<file path="src/rtl/core/shp_pkg.sv">
// ----------------------------------------------------------------------------
// shp_pkg
// Shared constants, register codes and control types of the 3x3 sharpen
// filter.
// ----------------------------------------------------------------------------
package shp_pkg;

    localparam int MAX_WIDTH_DEF      = 4096;
    localparam int CHANNEL_BITS_DEF   = 16;

    localparam int PORT_BITS          = 16;
    localparam int CENTER_GAIN_BITS   = 23;
    localparam int NEIGHBOR_GAIN_BITS = 21;
    localparam int WIDTH_BITS         = 13;
    localparam int HEIGHT_BITS        = 16;
    localparam int ROW_BITS           = HEIGHT_BITS + 1;
    localparam int CMP_BITS           = 17;
    localparam int CFG_INDEX_BITS     = 2;
    localparam int CFG_DATA_BITS      = 23;
    localparam int FRAC_BITS          = 16;
    localparam int ROUND_HALF         = 1 << (FRAC_BITS - 1);

    localparam logic [CENTER_GAIN_BITS-1:0]          CENTER_GAIN_RST   = 23'd72818;
    localparam logic signed [NEIGHBOR_GAIN_BITS-1:0] NEIGHBOR_GAIN_RST = -21'sd910;
    localparam logic [WIDTH_BITS-1:0]                IMAGE_WIDTH_RST   = 13'd640;
    localparam logic [HEIGHT_BITS-1:0]               IMAGE_HEIGHT_RST  = 16'd480;

    typedef enum logic [CFG_INDEX_BITS-1:0] {
        CFG_CENTER_GAIN   = 2'd0,
        CFG_NEIGHBOR_GAIN = 2'd1,
        CFG_IMAGE_WIDTH   = 2'd2,
        CFG_IMAGE_HEIGHT  = 2'd3
    } shp_cfg_index_t;

    typedef struct packed {
        logic [CENTER_GAIN_BITS-1:0]          center_gain;
        logic signed [NEIGHBOR_GAIN_BITS-1:0] neighbor_gain;
        logic [WIDTH_BITS-1:0]                image_width;
        logic [HEIGHT_BITS-1:0]               image_height;
    } shp_cfg_t;

    // What one accepted pixel asks of the window stage.
    typedef struct packed {
        logic emit;
        logic pre_shift;
        logic left_edge;
        logic top;
        logic bottom;
        logic last;
    } shp_emit_t;

endpackage

</file>
<file path="src/rtl/core/shp_sequencer.sv">
// ----------------------------------------------------------------------------
// shp_sequencer
// Raster position counters, per-item decisions and the input register.
// ----------------------------------------------------------------------------
module shp_sequencer #(
    parameter int MAX_WIDTH    = shp_pkg::MAX_WIDTH_DEF,
    parameter int CHANNEL_BITS = shp_pkg::CHANNEL_BITS_DEF
) (
    input  logic                                  clk,
    input  logic                                  rst_n,
    input  shp_pkg::shp_cfg_t                     cfg,
    input  logic                                  in_valid,
    output logic                                  in_ready,
    input  logic                                  mode,
    input  logic [4*CHANNEL_BITS-1:0]             pix_in,
    output logic                                  rd_en,
    output logic [$clog2(MAX_WIDTH)-1:0]          rd_addr,
    output logic                                  a_valid,
    output logic [$clog2(MAX_WIDTH)-1:0]          a_col,
    output logic [4*CHANNEL_BITS-1:0]             a_pix,
    output shp_pkg::shp_emit_t                    a_emit,
    input  logic                                  a_advance
);
    import shp_pkg::*;

    localparam int CW = $clog2(MAX_WIDTH);
    localparam int PW = 4 * CHANNEL_BITS;

    logic [CW-1:0]          col_reg, col_next;
    logic [ROW_BITS-1:0]    row_reg, row_next;
    logic                   a_valid_reg, a_valid_next;
    logic [CW-1:0]          a_col_reg;
    logic [PW-1:0]          a_pix_reg;
    shp_emit_t              a_emit_reg, emit_next;

    logic [CMP_BITS-1:0]    w_wide, w_lim, col_inc;
    logic [HEIGHT_BITS-1:0] h_eff;
    logic [ROW_BITS-1:0]    h_row, h_top, row_out;
    logic [CW-1:0]          c_eff;
    logic [ROW_BITS-1:0]    r_eff;
    logic                   draining, ignore, enter, emit_pre, emit_post;

    always_comb
    begin
        w_wide = CMP_BITS'(cfg.image_width);
        if (w_wide < CMP_BITS'(2))
            w_lim = CMP_BITS'(2);
        else if (w_wide > CMP_BITS'(MAX_WIDTH))
            w_lim = CMP_BITS'(MAX_WIDTH);
        else
            w_lim = w_wide;

        h_eff = (cfg.image_height < HEIGHT_BITS'(2)) ? HEIGHT_BITS'(2) : cfg.image_height;
        h_row = ROW_BITS'(h_eff);
        h_top = h_row + ROW_BITS'(1);

        // Counters left out of range by a size change restart at zero.
        c_eff = (CMP_BITS'(col_reg) >= w_lim) ? '0 : col_reg;
        r_eff = (row_reg > h_top) ? '0 : row_reg;

        draining = (r_eff >= h_row);
        ignore   = !draining && mode;
        enter    = in_valid && in_ready && !ignore;

        emit_pre  = (c_eff == '0) && (r_eff >= ROW_BITS'(2));
        emit_post = (c_eff != '0) && (r_eff != '0);
        row_out   = emit_pre ? r_eff - ROW_BITS'(2) : r_eff - ROW_BITS'(1);

        emit_next.emit      = emit_pre || emit_post;
        emit_next.pre_shift = emit_pre;
        emit_next.left_edge = (c_eff == CW'(1));
        emit_next.top       = (row_out == '0);
        emit_next.bottom    = (row_out == h_row - ROW_BITS'(1));
        emit_next.last      = emit_pre && (row_out == h_row - ROW_BITS'(1));

        col_inc = CMP_BITS'(c_eff) + CMP_BITS'(1);
        if (r_eff == h_top)
        begin
            col_next = '0;
            row_next = '0;
        end
        else if (col_inc >= w_lim)
        begin
            col_next = '0;
            row_next = r_eff + ROW_BITS'(1);
        end
        else
        begin
            col_next = CW'(col_inc);
            row_next = r_eff;
        end

        if (enter)
            a_valid_next = 1'b1;
        else if (a_advance)
            a_valid_next = 1'b0;
        else
            a_valid_next = a_valid_reg;
    end

    assign in_ready = !a_valid_reg || a_advance;
    assign rd_en    = enter;
    assign rd_addr  = c_eff;
    assign a_valid  = a_valid_reg;
    assign a_col    = a_col_reg;
    assign a_pix    = a_pix_reg;
    assign a_emit   = a_emit_reg;

    always_ff @(posedge clk or negedge rst_n)
    begin
        if (!rst_n)
        begin
            col_reg     <= '0;
            row_reg     <= '0;
            a_valid_reg <= 1'b0;
        end
        else
        begin
            if (enter)
            begin
                col_reg <= col_next;
                row_reg <= row_next;
            end
            a_valid_reg <= a_valid_next;
        end
    end

    always_ff @(posedge clk)
    begin
        if (enter)
        begin
            a_col_reg  <= c_eff;
            a_pix_reg  <= draining ? '0 : pix_in;
            a_emit_reg <= emit_next;
        end
    end

endmodule

</file>
<file path="config.mk">
export PLATFORM = sky130hd
export DESIGN_NAME = shp_sequencer
export DESIGN_NICKNAME = d
export VERILOG_FILES = /design/src/rtl/core/shp_pkg.sv /design/src/rtl/core/shp_sequencer.sv
export SDC_FILE = /design/constraint.sdc
export NUM_CORES = 1
export LEC_CHECK = 0
export BUFFER_PORTS_ARGS = -buffer_cell sky130_fd_sc_hd__buf_4
export CORE_ASPECT_RATIO = 2
export CORE_MARGIN = 1
export CORE_UTILIZATION = 36
export DETAILED_ROUTE_END_ITERATION = 16
export PLACE_DENSITY = 0.6
export REMOVE_ABC_BUFFERS = 1
export SETUP_SLACK_MARGIN = 0.1
export SLEW_MARGIN = 15
export SYNTH_ARGS = -nofsm -noshare
export SYNTH_HDL_FRONTEND = slang
export SYNTH_SLANG_ARGS = --single-unit
</file>
<file path="constraint.sdc">
create_clock -name clk -period 28 [get_ports clk]
set_input_delay 2.8 -clock clk [delete_from_list [all_inputs] [get_ports clk]]
set_output_delay 2.8 -clock clk [all_outputs]
set_load 0.02 [all_outputs]
</file>
Word level (Yosys, flattened, before mapping)
Index checks and enable logic that the tools add are counted.
- magnitude comparators: 8
- reductions and logical operators: 16
- add/sub/neg operators: 6
- muxes and demuxes: 12
- equal/unequal tests: 3
- operators with widths (operator ; number):
    $mux W17 ; 5
    $mux W12 ; 3
    $eq A17 B17 Y1 ; 2
    $add A16 B1 Y17 const B ; 1
    $add A17 B1 Y17 const B ; 1
    $ge A12 B17 Y1 ; 1
    $ge A13 B17 Y1 ; 1
    $ge A17 B16 Y1 ; 1
    $ge A17 B2 Y1 const B ; 1
    $gt A17 B17 Y1 ; 1
    $logic_not A17 Y1 ; 1
    $reduce_bool A17 Y1 ; 1
    $sub A16 B1 Y17 const B ; 1
    $sub A17 B1 Y17 const B ; 1
    $sub A17 B2 Y17 const B ; 1
    $lt A16 B2 Y1 const B ; 1
    $mux W16 ; 1
    $add A12 B1 Y13 const B ; 1
    $gt A13 B13 Y1 const B ; 1
    $lt A13 B2 Y1 const B ; 1
    $mux W13 ; 1
    $eq A12 B1 Y1 const B ; 1
    $logic_not A12 Y1 ; 1
    $reduce_bool A12 Y1 ; 1
    other kinds (5) ; 14
- output and inout bits: 97
- word-level logic and storage cells: 56
- flip-flop bits (word level): 112

Logic depth before layout (Yosys ltp)
- word-level depth: 11
- mapped depth: 36
- depth with buffers taken out: 31

Least setup slack after synthesis
Ideal clock, no wire load.
- kind: input -> output
- start: in cfg[13] (netlist name)
- end: out rd_en
- stages on the path: 32
- data required time: 25200 ps
- setup slack: 14486 ps
- arrival: 10714 ps
- path buffers: 6
- cell sequence: clkbuf_1 -> nor4_1 -> nand4_1 -> o21ai_0 -> inv_1 -> ha_1 -> and2_1 -> nand3_1 -> nor2_1 -> xnor2_1 -> inv_1 -> ha_1 -> nand4_1 -> nor4_1 -> a211o_1 -> o31ai_1 -> buf_2 -> clkbuf_1 -> clkbuf_1 -> buf_2 -> nand2_1 -> inv_1 -> ha_1 -> o211ai_1 -> a21boi_0 -> o21ai_0 -> a211o_1 -> a21oi_1 -> nor3b_1 -> a21o_1 -> clkbuf_1 -> clkinv_1
- cells in the longest elaborated chain, start to end: 10
- RTL lines (element ; RTL line ; text):
    from (decl) ; shp_sequencer.sv:11 ; input shp_pkg::shp_cfg_t cfg,
    $lt A16 B2 Y1 ; shp_sequencer.sv:53 ; h_eff = (cfg.image_height < HEIGHT_BITS'(2)) ? HEIGHT_BITS'(2) : cfg.image_height;
    $mux W16 (*) ; shp_sequencer.sv:53 ;
    $add A16 B1 Y17 ; shp_sequencer.sv:55 ; h_top = h_row + ROW_BITS'(1);
    $gt A17 B17 Y1 ; shp_sequencer.sv:59 ; r_eff = (row_reg > h_top) ? '0 : row_reg;
    $mux W17 ; shp_sequencer.sv:59 ;
    $ge A17 B16 Y1 (*) ; shp_sequencer.sv:61 ; draining = (r_eff >= h_row);
    $logic_not A1 Y1 (*) ; shp_sequencer.sv:62 ; ignore = !draining && mode;
    $logic_and A1 B1 Y1 (*) ; shp_sequencer.sv:62 ;
    $logic_not A1 Y1 (*) ; shp_sequencer.sv:63 ; enter = in_valid && in_ready && !ignore;
    $logic_and A1 B1 Y1 (*) ; shp_sequencer.sv:63 ;
    to (decl) ; shp_sequencer.sv:16 ; output logic rd_en,
Every way passes the cells marked *; elsewhere a longest branch is shown, timed or not.

Worst setup path after layout
- start: in cfg[11] (netlist name)
- end: out rd_en
Same word-level chain as after synthesis.

==> results.txt <==
The total count of max-transition violations in the final report came out at 0. The slack of the worst reg-to-reg path came out at 20.33 ns. The setup clock skew after layout is approximately 0.0086 ns. The family of cells with the greatest summed delay on the critical path is simple AND/OR/NAND/NOR gates. The leakage power summed over all cells came out at ~4.4 nW. For this run, the share of the core covered by cells in the final layout is 0.457.

The horizontal die dimension came out at about 110 microns. Setup repair after global routing left no endpoint under its margin. The number of flops mapped to enable cells by yosys came out at 82. The maximum level of the CTS H-tree is 3.

The share of the clock period used by the worst path after layout is 0.529. The placement row count is just under 80. By area the synthesized netlist is led by sky130_fd_sc_hd__edfxtp_1 29%, sky130_fd_sc_hd__ha_1 10%, sky130_fd_sc_hd__dfrtp_1 9.0%. The cell that appears most often on the critical path is sky130_fd_sc_hd__buf_4. The area growth from synthesis to final layout is 24.3%. The slowest stage of the critical path belongs to the cell sky130_fd_sc_hd__o21ai_0. The arrival time reported for the critical path endpoint is ~12 ns. Clock latency on the worst-skew pair, taken at its later pin, is between 0.3 and 0.4 ns.

Summed over all instances, the cell type with the most area after synthesis is sky130_fd_sc_hd__edfxtp_1. The number of buffers and inverters on the critical path is 7. The via density per instance is 5.55. The required arrival time at the worst endpoint is ~25 ns.

The final sum of negative setup slack came out at 0 ns. The pin slew with the least headroom to its limit is between 0.9 and 1 ns. The count of buffers from port buffering is 194. The initial antenna violation count is 0. The number of hold violations in the final report is 0. The count of inserted antenna diode cells is 0.

The worst setup path is of the input port to primary output kind. Power spread over the standard cell area amounts to around 90 nW/um^2. The pin count of the biggest net entering global routing is 67. The first-pass GRT wire length is slightly above 40 mm. The detailed router's first-iteration violation count is slightly below 400. The sort of element at the end of the critical path is a primary output.

The library cell used most frequently in the layout, excluding fill and tap cells, is sky130_fd_sc_hd__buf_4. The number of max-capacitance violations reported came out at 0. Dividing the detail-routed wire length by the instance count gives 20.3 microns.

The flip-flop count of the largest register after layout came out at 64. Tracing the worst setup path back leads to its startpoint at cfg[11]. The worst hold path begins at a_valid. The total number of vias is 7,541.

The number of buffers on the longest clock path is 2. The die covers around 24,000 sq um. The half-perimeter wire length of the detailed placement result is 22.2 mm. The sum of routed wire length over all layers came out at 27.6 mm. For this run, the leading register cell type out of synthesis is sky130_fd_sc_hd__edfxtp_1. The largest incremental delay on the critical path came out at ~0.77 ns.

The register area share after synthesis is 0.384. The total clock buffers created by CTS is 9. The floorplan core area is between 20,000 and 25,000 sq um. The number of ports placed on the die boundary came out at 239. The number of filler instances in the final layout came out at ~2,300. The startpoint identified for the worst register-to-register timing path is row_reg[16]. TritonCTS built the clock tree. The setup-violating endpoint count in the final report is 0. The endpoint identified for the worst register-to-register timing path is col_reg[10]. The worst-case vdd ir drop came out at 0.0632 mV. The number of global-route vias before repair is 7,332. The effective utilization at floorplan came out at 0.368.

The count of cell types in the netlist came out at just over 70. The detail route stage leaves a number of antenna-violating nets equal to 0. The worst setup path is launched from an input port. The overall die height came out at between 200 and 250 microns. Measured in cells, the most critical reg-to-reg path has a length of 24.

The share of synthesized registers carrying an async set or reset came out at 0.268. After clock tree synthesis, the flow added hold-fix buffers numbering 0. The average size of a mapped cell came out at 9.31 sq um. The tightest min-delay check is of the register to register type. The routed design could run at a clock period as short as 14.80 ns. The synthesized cell area came out at 8370 sq um. The area share of the largest cell type after synthesis came out at 0.294.

The setup fix buffers added after clock tree synthesis is 0. The first detailed-routing pass ran for 5 iterations. Yosys printed 0 warnings. The maximum fanout encountered on the critical timing path came out at 66. Global routing finished with a remaining overflow of 0. The flow ran to the end, and the final reports show no timing, DRC or antenna violations. Synthesis produced a netlist whose cell count is between 800 and 900. The capture point of the critical path is rd_en. In the layout the commonest cells are 205 x sky130_fd_sc_hd__buf_4, 82 x sky130_fd_sc_hd__edfxtp_1, 78 x sky130_fd_sc_hd__and2_1.

The total power of the final layout came out at 0.934 mW. The total global-route track usage is 0.233. The peak clock frequency supported by timing is roughly 0.068 GHz. For this run, design rule violations remaining after detail routing come to 0. For this design, the sink count on the clock tree is 112.

The number of nets in the layout is roughly 1,300. Clock-pin slew was measured on the worst setup and hold paths at about 0.07 ns. The root buffer cell is sky130_fd_sc_hd__clkbuf_16. The max-slew headroom at the worst pin came out at 0.338. The number of gates on the worst path with buffers counted came out at 32.

The placer's final routability congestion estimate came out at ~0.93. Of the cells placed in the final design, the portion with a size suffix greater than 1 is 0.225. The count of state elements after synthesis is 112. The post-CTS resize count came out at 0.
[final cells by class]
type / instances / area [sq um] / area share
multi-input combinational: 699 / 4850 / 0.466
sequential: 112 / 3210 / 0.309
timing repair buffer: 205 / 1540 / 0.148
tap: 280 / 350 / 0.0337
clock buffer: 9 / 225 / 0.0217
inverter: 48 / 181 / 0.0174
clock inverter: 5 / 41.3 / 0.00397
[where the power goes]
| part | switching, mW | leakage [nW] | internal, mW |
|---|---|---|---|
| Combinational | 0.343 | 3.06 | 0.201 |
| Clock | 0.0612 | 0.132 | 0.0606 |
| Sequential | 0.0363 | 1.17 | 0.231 |
[tightest hold or removal path, cell delays in order, from the launching register on]
cell and delay [ns]:
sky130_fd_sc_hd__dfrtp_1 0.35, sky130_fd_sc_hd__nand2b_1 0.09, sky130_fd_sc_hd__nand2_1 0.07
[worst min-delay path by stage]
stage,endpoint,cells after the start
detailed placement,a_valid,2
global route,a_valid,2
floorplan,col_reg[5],1
finish,a_valid,2
global placement,a_valid,2
CTS,a_valid,2
[per-stage QoR]
step	instances	hold WS (ns)	setup WS, ns	instance area, sq um
after floorplan	859	0.527	10.58	8210
after global placement	1344	0.514	13.36	10100
after detailed placement	1344	0.521	13.27	10100
after CTS	1358	0.538	13.26	10400
after global routing	1358	0.592	12.59	10400
final	1358	0.532	13.20	10400
[layer usage]
layer	wire length (microns)	share of wire	global-route usage	vias up
met2	15600	0.56	0.443	245
met1	9040	0.33	0.223	3584
li1	-	-	-	3640
met5	0	0	0	-
met4	1970	0.071	0.167	0
met3	976	0.035	0.0239	72
[cells by family (layout without fill, tap and decap cells)]
family          Yosys count  in the layout  share of synthesized area
xor+xnor                 65             65                     0.0680
fa+ha+maj                70             70                      0.105
buf+inv                  88            267                     0.0402
mux                       9              9                     0.0112
compound gates          181            181                      0.148
flops                   112            112                      0.384
simple gates            374            374                      0.244
[Yosys cell counts (all sizes together) (5+ instances only)]
| library cell | count |
|---|---|
| and2 | 82 |
| edfxtp | 82 |
| ha | 70 |
| nand2 | 69 |
| xnor2 | 53 |
| inv | 47 |
| nand3 | 46 |
| nor2 | 45 |
| o21ai | 41 |
| a21oi | 35 |
| clkbuf | 35 |
| nor3 | 34 |
| dfrtp | 30 |
| nor4 | 21 |
| and3 | 15 |
| nand4 | 15 |
| a211oi | 12 |
| a22o | 12 |
| xor2 | 12 |
| a21o | 11 |
| a31oi | 9 |
| nand2b | 9 |
| o31ai | 9 |
| or3 | 8 |
| o21a | 7 |
| mux2i | 6 |
| nor3b | 6 |
| or4 | 6 |
| a21boi | 5 |
| and4 | 5 |
| buf | 5 |
No activity file was read; power rests on OpenSTA's default activity.
